`src/hw/rtl/dsfc_pkg.sv`:
```
// Shared types and constants for the digit shape feature classifier.
// No dependencies; dsfc_scan, dsfc_accum and the top level import this package.
`timescale 1ns / 1ps

package dsfc_pkg;

  localparam int unsigned MaxWidth  = 256;
  localparam int unsigned MaxHeight = 256;
  localparam int unsigned AddrW     = $clog2(MaxWidth);
  localparam int unsigned DimW      = 9;
  localparam int unsigned PixW      = 8;
  localparam int unsigned CfgIdxW   = 2;
  localparam int unsigned CfgDataW  = 9;

  localparam logic [DimW-1:0] MaxWidthDim  = DimW'(MaxWidth);
  localparam logic [DimW-1:0] MaxHeightDim = DimW'(MaxHeight);

  // Register indexes of the configuration port
  localparam logic [CfgIdxW-1:0] RegImageWidth   = 2'd0;
  localparam logic [CfgIdxW-1:0] RegImageHeight  = 2'd1;
  localparam logic [CfgIdxW-1:0] RegEdgeThresh   = 2'd2;
  localparam logic [CfgIdxW-1:0] RegSymTolerance = 2'd3;

  // Reset values of the registers
  localparam logic [DimW-1:0] ResetWidth   = 9'd28;
  localparam logic [DimW-1:0] ResetHeight  = 9'd28;
  localparam logic [PixW-1:0] ResetEdgeThr = 8'd30;
  localparam logic [PixW-1:0] ResetSymTol  = 8'd20;

  // Decision rule limits
  localparam logic [17:0] EdgeFew    = 18'd50;
  localparam logic [16:0] CornerFew  = 17'd10;
  localparam logic [17:0] EdgeMany   = 18'd200;
  localparam logic [16:0] CornerMany = 17'd30;

  // Labels and confidences
  localparam logic signed [4:0] LabelOne   = 5'sd1;
  localparam logic signed [4:0] LabelEight = 5'sd8;
  localparam logic signed [4:0] LabelZero  = 5'sd0;
  localparam logic signed [4:0] LabelNone  = -5'sd1;
  localparam logic [3:0] ConfFewShape  = 4'd6;
  localparam logic [3:0] ConfBusy      = 4'd7;
  localparam logic [3:0] ConfWide      = 4'd5;
  localparam logic [3:0] ConfSymmetric = 4'd6;
  localparam logic [3:0] ConfNone      = 4'd0;

  // One pixel word as handed from the scan stage to the accumulator
  typedef struct packed {
    logic [PixW-1:0] pixel;
    logic [PixW-1:0] above;      // line buffer entry at this column
    logic [PixW-1:0] mirror_px;  // earlier pixel of this row at the mirrored column
    logic            interior;   // row >= 2 and column >= 2
    logic            mirror_chk; // mirrored pair is compared
    logic            last;       // last pixel of the frame
  } dsfc_item_t;

endpackage

```
`src/hw/rtl/dsfc_ram.sv`:
```
// Generic RAM: one write port, two read ports with registered read data.
// No dependencies.
`timescale 1ns / 1ps

module dsfc_ram #(
  parameter int unsigned WIDTH = 8,
  parameter int unsigned DEPTH = 256,
  localparam int unsigned AW   = $clog2(DEPTH)
) (
  input  logic             clk_i,
  input  logic             we_i,
  input  logic [AW-1:0]    waddr_i,
  input  logic [WIDTH-1:0] wdata_i,
  input  logic             re_i,
  input  logic [AW-1:0]    raddr_a_i,
  input  logic [AW-1:0]    raddr_b_i,
  output logic [WIDTH-1:0] rdata_a_o,
  output logic [WIDTH-1:0] rdata_b_o
);

  logic [WIDTH-1:0] mem_q [DEPTH];
  logic [WIDTH-1:0] rdata_a_q;
  logic [WIDTH-1:0] rdata_b_q;

  always_ff @(posedge clk_i) begin
    if (we_i) begin
      mem_q[waddr_i] <= wdata_i;
    end
    if (re_i) begin
      rdata_a_q <= mem_q[raddr_a_i];
      rdata_b_q <= mem_q[raddr_b_i];
    end
  end

  assign rdata_a_o = rdata_a_q;
  assign rdata_b_o = rdata_b_q;

endmodule

```
`src/hw/rtl/dsfc_scan.sv`:
```
// Raster position counters, line buffer addressing and the input register.
// Depends on dsfc_pkg.
`timescale 1ns / 1ps

module dsfc_scan (
  input  logic                       clk_i,
  input  logic                       rst_ni,
  input  logic [dsfc_pkg::DimW-1:0]  width_i,
  input  logic [dsfc_pkg::DimW-1:0]  height_i,
  input  logic                       frame_clr_i,
  input  logic                       in_valid_i,
  output logic                       in_ready_o,
  input  logic [dsfc_pkg::PixW-1:0]  pixel_i,
  input  logic                       advance_i,
  output logic                       item_valid_o,
  output dsfc_pkg::dsfc_item_t       item_o,
  output logic                       ram_we_o,
  output logic [dsfc_pkg::AddrW-1:0] ram_waddr_o,
  output logic [dsfc_pkg::PixW-1:0]  ram_wdata_o,
  output logic                       ram_re_o,
  output logic [dsfc_pkg::AddrW-1:0] ram_raddr_a_o,
  output logic [dsfc_pkg::AddrW-1:0] ram_raddr_b_o,
  input  logic [dsfc_pkg::PixW-1:0]  ram_rdata_a_i,
  input  logic [dsfc_pkg::PixW-1:0]  ram_rdata_b_i
);
  import dsfc_pkg::*;

  logic [AddrW-1:0] col_q, col_d;
  logic [AddrW-1:0] row_q, row_d;
  logic             valid_q;
  logic [PixW-1:0]  pixel_q;
  logic [AddrW-1:0] wcol_q;
  logic             interior_q, mirror_chk_q, last_q;
  logic             fwd_a_q, fwd_b_q;
  logic [PixW-1:0]  fwd_px_q;

  logic             accept;
  logic             last_col, last_row;
  logic [DimW-1:0]  mirror;
  logic             mirror_chk;

  assign in_ready_o = !valid_q || advance_i;
  assign accept     = in_valid_i && in_ready_o;

  assign last_col   = ({1'b0, col_q} + DimW'(1)) == width_i;
  assign last_row   = ({1'b0, row_q} + DimW'(1)) == height_i;
  assign mirror     = width_i - DimW'(1) - {1'b0, col_q};
  assign mirror_chk = mirror < {1'b0, width_i[DimW-1:1]};

  always_comb begin
    col_d = col_q;
    row_d = row_q;
    if (accept) begin
      if (last_col) begin
        col_d = '0;
        row_d = last_row ? '0 : row_q + AddrW'(1);
      end else begin
        col_d = col_q + AddrW'(1);
      end
    end
  end

  always_ff @(posedge clk_i or negedge rst_ni) begin
    if (!rst_ni) begin
      col_q   <= '0;
      row_q   <= '0;
      valid_q <= 1'b0;
    end else begin
      col_q   <= frame_clr_i ? '0 : col_d;
      row_q   <= frame_clr_i ? '0 : row_d;
      if (accept) begin
        valid_q <= 1'b1;
      end else if (advance_i) begin
        valid_q <= 1'b0;
      end
    end
  end

  // Payload of the input register; forward the word being written when
  // the read hits the same entry in the same cycle.
  always_ff @(posedge clk_i) begin
    if (accept) begin
      pixel_q      <= pixel_i;
      wcol_q       <= col_q;
      interior_q   <= (row_q >= AddrW'(2)) && (col_q >= AddrW'(2));
      mirror_chk_q <= mirror_chk;
      last_q       <= last_col && last_row;
      fwd_a_q      <= advance_i && (wcol_q == col_q);
      fwd_b_q      <= advance_i && (wcol_q == mirror[AddrW-1:0]);
      fwd_px_q     <= pixel_q;
    end
  end

  assign ram_re_o      = accept;
  assign ram_raddr_a_o = col_q;
  assign ram_raddr_b_o = mirror[AddrW-1:0];
  assign ram_we_o      = advance_i;
  assign ram_waddr_o   = wcol_q;
  assign ram_wdata_o   = pixel_q;

  assign item_valid_o     = valid_q;
  assign item_o.pixel     = pixel_q;
  assign item_o.above     = fwd_a_q ? fwd_px_q : ram_rdata_a_i;
  assign item_o.mirror_px = fwd_b_q ? fwd_px_q : ram_rdata_b_i;
  assign item_o.interior  = interior_q;
  assign item_o.mirror_chk = mirror_chk_q;
  assign item_o.last      = last_q;

endmodule

```
`src/hw/rtl/dsfc_accum.sv`:
```
// Edge, corner and symmetry totals, the decision rules and the result register.
// Depends on dsfc_pkg.
`timescale 1ns / 1ps

module dsfc_accum (
  input  logic                      clk_i,
  input  logic                      rst_ni,
  input  logic [dsfc_pkg::DimW-1:0] width_i,
  input  logic [dsfc_pkg::DimW-1:0] height_i,
  input  logic [dsfc_pkg::PixW-1:0] edge_thr_i,
  input  logic [dsfc_pkg::PixW-1:0] sym_tol_i,
  input  logic                      frame_clr_i,
  input  logic                      item_valid_i,
  input  dsfc_pkg::dsfc_item_t      item_i,
  output logic                      advance_o,
  output logic                      out_valid_o,
  input  logic                      out_ready_i,
  output logic signed [4:0]         label_o,
  output logic [3:0]                confidence_tenths_o,
  output logic [17:0]               edge_count_o,
  output logic [16:0]               corner_count_o,
  output logic [15:0]               symmetry_matches_o,
  output logic [15:0]               pairs_checked_o
);
  import dsfc_pkg::*;

  function automatic logic [PixW-1:0] absdiff(logic [PixW-1:0] a, logic [PixW-1:0] b);
    return (a > b) ? a - b : b - a;
  endfunction

  logic [PixW-1:0] upper_left_q, left_q;
  logic [17:0]     edge_q, edge_d;
  logic [16:0]     corner_q, corner_d;
  logic [15:0]     match_q, match_d;
  logic [15:0]     pair_q, pair_d;
  logic            out_valid_q;
  logic signed [4:0] label_q, label_d;
  logic [3:0]      conf_q, conf_d;
  logic [17:0]     edge_out_q;
  logic [16:0]     corner_out_q;
  logic [15:0]     match_out_q, pair_out_q;

  logic            edge_h, edge_v, corner_hit, match_hit;
  logic [11:0]     width_x5, height_x6;

  assign advance_o = item_valid_i && (!item_i.last || !out_valid_q || out_ready_i);

  assign edge_v     = item_i.interior && (absdiff(upper_left_q, item_i.above) > edge_thr_i);
  assign edge_h     = item_i.interior && (absdiff(upper_left_q, left_q) > edge_thr_i);
  assign corner_hit = (edge_v || edge_h) && (absdiff(upper_left_q, item_i.pixel) > edge_thr_i);
  assign match_hit  = item_i.mirror_chk && (absdiff(item_i.mirror_px, item_i.pixel) < sym_tol_i);

  assign edge_d   = edge_q + 18'(edge_v) + 18'(edge_h);
  assign corner_d = corner_q + 17'(corner_hit);
  assign match_d  = match_q + 16'(match_hit);
  assign pair_d   = pair_q + 16'(item_i.mirror_chk);

  assign width_x5  = 12'(width_i) * 12'd5;
  assign height_x6 = 12'(height_i) * 12'd6;

  // First rule that holds wins
  always_comb begin
    if (edge_d < EdgeFew && corner_d < CornerFew) begin
      label_d = LabelOne;
      conf_d  = ConfFewShape;
    end else if (edge_d > EdgeMany && corner_d > CornerMany) begin
      label_d = LabelEight;
      conf_d  = ConfBusy;
    end else if (width_x5 > height_x6) begin
      label_d = LabelOne;
      conf_d  = ConfWide;
    end else if ({match_d, 1'b0} > {1'b0, pair_d}) begin
      label_d = LabelZero;
      conf_d  = ConfSymmetric;
    end else begin
      label_d = LabelNone;
      conf_d  = ConfNone;
    end
  end

  always_ff @(posedge clk_i or negedge rst_ni) begin
    if (!rst_ni) begin
      upper_left_q <= '0;
      left_q       <= '0;
      edge_q       <= '0;
      corner_q     <= '0;
      match_q      <= '0;
      pair_q       <= '0;
      out_valid_q  <= 1'b0;
    end else begin
      if (frame_clr_i) begin
        edge_q   <= '0;
        corner_q <= '0;
        match_q  <= '0;
        pair_q   <= '0;
      end else if (advance_o) begin
        upper_left_q <= item_i.above;
        left_q       <= item_i.pixel;
        edge_q       <= item_i.last ? '0 : edge_d;
        corner_q     <= item_i.last ? '0 : corner_d;
        match_q      <= item_i.last ? '0 : match_d;
        pair_q       <= item_i.last ? '0 : pair_d;
      end
      if (advance_o && item_i.last) begin
        out_valid_q <= 1'b1;
      end else if (out_ready_i) begin
        out_valid_q <= 1'b0;
      end
    end
  end

  always_ff @(posedge clk_i) begin
    if (advance_o && item_i.last) begin
      label_q      <= label_d;
      conf_q       <= conf_d;
      edge_out_q   <= edge_d;
      corner_out_q <= corner_d;
      match_out_q  <= match_d;
      pair_out_q   <= pair_d;
    end
  end

  assign out_valid_o         = out_valid_q;
  assign label_o             = label_q;
  assign confidence_tenths_o = conf_q;
  assign edge_count_o        = edge_out_q;
  assign corner_count_o      = corner_out_q;
  assign symmetry_matches_o  = match_out_q;
  assign pairs_checked_o     = pair_out_q;

endmodule

```
`src/hw/rtl/digit_shape_feature_classifier.sv`:
```
// Throughput: one pixel word per cycle, except that a frame's last word waits while the
// previous result word is not yet taken; the two-read-port line buffer, read as a word is
// accepted, feeds one input register stage and one result register.
// Reset: configuration returns to 28x28, threshold 30, tolerance 20; counters and
// totals clear. The line buffer is not cleared and needs no clearing pass.
`timescale 1ns / 1ps

module digit_shape_feature_classifier (
  input  logic                          clk_i,
  input  logic                          rst_ni,
  input  logic                          cfg_we_i,
  input  logic [dsfc_pkg::CfgIdxW-1:0]  cfg_idx_i,
  input  logic [dsfc_pkg::CfgDataW-1:0] cfg_wdata_i,
  input  logic                          in_valid_i,
  output logic                          in_ready_o,
  input  logic [7:0]                    pixel_i,
  output logic                          out_valid_o,
  input  logic                          out_ready_i,
  output logic signed [4:0]             label_o,
  output logic [3:0]                    confidence_tenths_o,
  output logic [17:0]                   edge_count_o,
  output logic [16:0]                   corner_count_o,
  output logic [15:0]                   symmetry_matches_o,
  output logic [15:0]                   pairs_checked_o
);
  import dsfc_pkg::*;

  // Configuration registers as written
  logic [DimW-1:0] width_q, height_q;
  logic [PixW-1:0] edge_thr_q, sym_tol_q;
  logic            frame_clr;

  // Dimensions as used: zero acts as one, anything above the maximum acts as it
  logic [DimW-1:0] width_eff, height_eff;

  logic             item_valid;
  dsfc_item_t       item;
  logic             advance;
  logic             ram_we, ram_re;
  logic [AddrW-1:0] ram_waddr, ram_raddr_a, ram_raddr_b;
  logic [PixW-1:0]  ram_wdata, ram_rdata_a, ram_rdata_b;

  always_ff @(posedge clk_i or negedge rst_ni) begin
    if (!rst_ni) begin
      width_q    <= ResetWidth;
      height_q   <= ResetHeight;
      edge_thr_q <= ResetEdgeThr;
      sym_tol_q  <= ResetSymTol;
    end else if (cfg_we_i) begin
      case (cfg_idx_i)
        RegImageWidth:   width_q    <= cfg_wdata_i;
        RegImageHeight:  height_q   <= cfg_wdata_i;
        RegEdgeThresh:   edge_thr_q <= cfg_wdata_i[PixW-1:0];
        RegSymTolerance: sym_tol_q  <= cfg_wdata_i[PixW-1:0];
        default: ;
      endcase
    end
  end

  // A dimension write restarts the frame; the line buffer keeps its contents
  assign frame_clr = cfg_we_i && (cfg_idx_i == RegImageWidth || cfg_idx_i == RegImageHeight);

  assign width_eff  = (width_q == '0) ? DimW'(1) :
                      (width_q > MaxWidthDim) ? MaxWidthDim : width_q;
  assign height_eff = (height_q == '0) ? DimW'(1) :
                      (height_q > MaxHeightDim) ? MaxHeightDim : height_q;

  // Position tracking, line buffer addressing, input register
  dsfc_scan u_scan (
    .clk_i         (clk_i),
    .rst_ni        (rst_ni),
    .width_i       (width_eff),
    .height_i      (height_eff),
    .frame_clr_i   (frame_clr),
    .in_valid_i    (in_valid_i),
    .in_ready_o    (in_ready_o),
    .pixel_i       (pixel_i),
    .advance_i     (advance),
    .item_valid_o  (item_valid),
    .item_o        (item),
    .ram_we_o      (ram_we),
    .ram_waddr_o   (ram_waddr),
    .ram_wdata_o   (ram_wdata),
    .ram_re_o      (ram_re),
    .ram_raddr_a_o (ram_raddr_a),
    .ram_raddr_b_o (ram_raddr_b),
    .ram_rdata_a_i (ram_rdata_a),
    .ram_rdata_b_i (ram_rdata_b)
  );

  // Line buffer: row above at the current column, and this row's mirrored pixel
  dsfc_ram #(
    .WIDTH (PixW),
    .DEPTH (MaxWidth)
  ) u_line_buf (
    .clk_i     (clk_i),
    .we_i      (ram_we),
    .waddr_i   (ram_waddr),
    .wdata_i   (ram_wdata),
    .re_i      (ram_re),
    .raddr_a_i (ram_raddr_a),
    .raddr_b_i (ram_raddr_b),
    .rdata_a_o (ram_rdata_a),
    .rdata_b_o (ram_rdata_b)
  );

  // Totals, decision rules and the result register
  dsfc_accum u_accum (
    .clk_i               (clk_i),
    .rst_ni              (rst_ni),
    .width_i             (width_eff),
    .height_i            (height_eff),
    .edge_thr_i          (edge_thr_q),
    .sym_tol_i           (sym_tol_q),
    .frame_clr_i         (frame_clr),
    .item_valid_i        (item_valid),
    .item_i              (item),
    .advance_o           (advance),
    .out_valid_o         (out_valid_o),
    .out_ready_i         (out_ready_i),
    .label_o             (label_o),
    .confidence_tenths_o (confidence_tenths_o),
    .edge_count_o        (edge_count_o),
    .corner_count_o      (corner_count_o),
    .symmetry_matches_o  (symmetry_matches_o),
    .pairs_checked_o     (pairs_checked_o)
  );

endmodule
```
`config.mk`:
```
export PLATFORM = sky130hd
export DESIGN_NAME = digit_shape_feature_classifier
export DESIGN_NICKNAME = d
export VERILOG_FILES = /design/src/hw/rtl/dsfc_pkg.sv /design/src/hw/rtl/dsfc_ram.sv /design/src/hw/rtl/dsfc_scan.sv /design/src/hw/rtl/dsfc_accum.sv /design/src/hw/rtl/digit_shape_feature_classifier.sv
export SDC_FILE = /design/constraint.sdc
export NUM_CORES = 2
export LEC_CHECK = 0
export ABC_AREA = 1
export BUFFER_PORTS_ARGS = -buffer_cell sky130_fd_sc_hd__buf_2
export CAP_MARGIN = 10
export CORE_AREA = 2 2 599 601
export CTS_CLUSTER_DIAMETER = 200
export DETAILED_ROUTE_END_ITERATION = 6
export DIE_AREA = 0 0 601 603
export PLACE_DENSITY = 0.57
export SETUP_SLACK_MARGIN = 0.3
export SYNTH_ARGS = -nofsm -noshare
export SYNTH_HDL_FRONTEND = slang
export SYNTH_SLANG_ARGS = --single-unit
```
`constraint.sdc`:
```
create_clock -name clk_i -period 8.3 [get_ports clk_i]
set_input_delay 1.66 -clock clk_i [delete_from_list [all_inputs] [get_ports clk_i]]
set_output_delay 1.66 -clock clk_i [all_outputs]
set_load 0.005 [all_outputs]
```
==> key figures <==
Floorplan
  • Row cnt: about 220
  • IO Pins: about 100
  • Die Wd: about 600 microns
  • Die Span Y: 603 microns
  • Die area: 362400 sq um
  • Core Region: 355400 sq um
  • Initial core utilization: 0.3489

Routing
  • Antenna-violating nets left: 0
  • Drt via density: 5.404
  • Total number of vias: around 100k
  • Per-cell routed wire length: between 20 and 25 microns
  • Uppermost routed layer: met5
  • Initial DRC Count: 13140
  • Met1 Wirelength: 177900 microns
  • First-pass DRT Iterations: 7
  • Metal3 WL: 41850 microns
  • Total routed wirelength: 428600 microns
  • Met2 wire len: 190100 microns
  • Drt drc: 0

Pwr
  • Switch share: 0.4690
  • VDD IR-drop max: around 0.5 mV
  • Static Leak: roughly 0.055 uW
  • Final Total Pwr: 50250 uW
  • Comb pwr share: 0.498
  • Sequential fraction of design power: 0.263
  • Clock Power Share: 0.239
  • PwrDens: approximately 370 nW/um^2
  • Internal: 26680 uW
  • Psw: around 24000 uW

Timing
  • Finish-stage setup viols: 0
  • Min Tclk post-route: 6.929 ns
  • Max_slew headroom: 0.1315
  • Worst Skew: about 0.048 ns
  • Setup TNS: 0 ns
  • Post-route clock period utilization: 0.8348
  • Max-slew violation count: 0
  • Hold Violations, Final: 0
  • RSZ-0062 raised after global routing: no
  • Actual slew at the worst max-slew pin: approximately 1.3 ns
  • F_max: ~140 MHz

Logic synthesis
  • Syn Nets: roughly 15000
  • Synth Register Bits: 2301
  • Synth top area share: 0.5245
  • Synth warnings: 0
  • Netlist cell types: 47
  • Synth top area cells: edfxtp_1, nand2_1, nand3_1
  • EDFF count, synth: about 2200
  • Synthesized cell area: ~120000 sq um
  • Top-count cell post-synth: nand2_1
  • Seq/Total Area, Yosys: 0.5519
  • Post-synth top cells: nand2_1, edfxtp_1, nand3_1
  • Syn Inst Count: ~14000
  • Main synth FF type: edfxtp_1
  • Avg Cell Area, Syn: between 8 and 9 sq um
  • Ys async rst share: 0.05867
  • Area leader, netlist: edfxtp_1

Setup path
  • Slowest Stage Delay on Critical Path: 0.57 ns
  • CP Launch Type: flip-flop
  • Crit path max fanout: 15
  • Critical Path Slowest Stage Cell: edfxtp_1
  • Setup CP Type: reg -> reg
  • Most frequent CP cell: nand2_1
  • Required time worst endpoint: between 8 and 9 ns
  • Critical Path Sink Type: flip-flop
  • Crit path DAT: between 7 and 8 ns

GRT
  • Tot GR Track Use: 0.2278
  • Initial antenna violation count: 22
  • First-pass GRT wire length: 625800 microns
  • Vias in the first global route: ~94000
  • Grt total ovfl: 0
  • Largest net degree at the start of global routing: 229

Clock tree
  • Post-CTS sizing: 0
  • Post-CTS Setup Inserts: 0
  • Clock sinks: between 2000 and 2500
  • H-tree depth: 5
  • CTS tree: done
  • TritonCTS Buffers: 274
  • Clock slew at reported path FFs: around 0.06 ns
  • Maximum clock path buffer count: 4
  • Root Driver: clkbuf_16
  • Post-CTS Hold Fix Bufs: 0
  • Clock latency on the worst-skew pair: roughly 0.93 ns

Layout
  • Share of layout cells above drive strength 1: 0.05138
  • Fin nets: between 10000 and 15000
  • Area Growth Syn to Fin: 10.42%
  • Fillcell total: between 30000 and 40000
  • Post-route non-filler standard cell count: 19020

Place
  • Port bufs: 100
  • Final HPWL DP: approximately 260000 microns
  • Placed cell count: about 19000
  • RePlAce Congestion: between 0.8 and 0.9

Status
  • Status: completed

Worst hold path
  • HP Class: reg -> reg

Flow run
  • Total of max-cap violations: 0
per-stage QoR:
stage | hold slack, ns | utilization | instance area, sq um | setup WS [ns]
after floorplan | 0.4196 | - | 124100 | -0.4815
after global placement | 0.4672 | 0.3606 | 128200 | 1.149
after detailed placement | 0.4766 | 0.3606 | 128200 | 1.331
after CTS | 0.4900 | 0.3852 | 136900 | 1.322
after global routing | 0.5138 | 0.3852 | 136900 | 0.5828
final | 0.4868 | 0.3853 | 136900 | 1.371
sequential cells by signal (all words and copies together) (netlist names), 9 cells and up:
register and count:
u_line_buf.mem_q 2048, u_accum.match_q 16, width_q 9, u_accum.pair_q 16, u_accum.edge_q 18, u_accum.corner_q 17, u_accum.pairs_checked_o 16, u_accum.symmetry_matches_o 16
u_accum.edge_count_o 18, height_q 9, u_accum.corner_count_o 17
power groups by stage:
stage	registers [uW]	clock network, uW	logic, uW
2_1_floorplan	13400	0	15900
3_3_place_gp	13400	0	24400
3_5_place_dp	13400	0	24500
4_1_cts	13200	12100	24600
5_1_grt	13200	12600	27100
6_report	13200	12000	25000
layout by cell type, fill, tap and decap left out, types with 5 or more instances in the layout:
master         n
a21o_1         8
a21oi_1      732
buf_12        38
buf_2         99
buf_4        124
bufinv_16     22
clkbuf_1      65
clkbuf_16    282
clkinv_1      63
clkinv_2      29
clkinv_8      10
clkinvlp_4     7
dfrtp_1      119
dfstp_2       12
diode_2        7
edfxtp_1    2166
fa_1           9
ha_1         158
inv_1       1516
inv_2          8
inv_6         10
inv_8          5
mux2_2        14
nand2_1     3649
nand2_2       23
nand3_1     1577
nand4_1       44
nor2_1      1571
nor2_2         5
nor3_1        22
nor4_1         5
o211ai_1     611
o21ai_0      929
o21ai_1      115
o221ai_1      14
o22ai_1       50
xnor2_1       14
xor2_1        68
worst max-delay path, delay by kind of cell (launching register included):
| kind | cells | cell delay [ns] |
|---|---|---|
| and+or+nand+nor | 20 | 2.31 |
| xor gates and xnor gates | 2 | 0.35 |
| adders and majority gates | 5 | 1.53 |
| DFF | 1 | 0.57 |
| buffers and inverters | 4 | 0.35 |
| AOI/OAI and AO/OA | 7 | 1.59 |
layer usage:
metal / up-vias / track usage
met3: 825 / 0.03831
li1: 47860 / -
met2: 5024 / 0.3552
met4: 16 / 0.09577
met5: - / 0
met1: 49080 / 0.3130
final timing paths:
check,start,endpoint,slack [ns],depth (start not counted)
max,u_scan.fwd_b_q$_DFFE_PP_,u_accum.label_o[0]$_SDFFCE_PP1P_,1.37,38
min,height_q[7]$_DFFE_PN0P_,height_q[7]$_DFFE_PN0P_,0.49,2
max reg2reg,u_scan.fwd_b_q$_DFFE_PP_,u_accum.label_o[0]$_SDFFCE_PP1P_,1.37,38
min reg2reg,height_q[7]$_DFFE_PN0P_,height_q[7]$_DFFE_PN0P_,0.49,2
max in group asynchronous,rst_ni,u_accum.corner_q[13]$_DFFE_PN0P_,6.13,2
min in group asynchronous,rst_ni,height_q[8]$_DFFE_PN0P_,0.80,1
cell families after synthesis:
kind of cell / count (synthesis) / synth area share
AND/OR/NAND/NOR: 6922 / 0.2272
buffers and inverters: 2506 / 0.08112
AO/OA/AOI/OAI: 2477 / 0.1138
flip-flops: 2301 / 0.5519
adder cells (fa/ha/maj): 176 / 0.01849
XOR/XNOR: 82 / 0.005792
multiplexers: 19 / 0.001695
other: 1 / 0.00003024
area by class of cell:
type,count,area [sq um],area share
clock inverter,138,1395,0.01019
multi-input combinational,9677,45750,0.3341
tap,4751,5944,0.04342
sequential,2301,68450,0.4999
inverter,1537,5826,0.04255
antenna,7,17.52,0.0001279
timing repair buffer,262,2198,0.01606
clock buffer,350,7342,0.05362
Note: power is estimated with default switching activity, not from simulation.
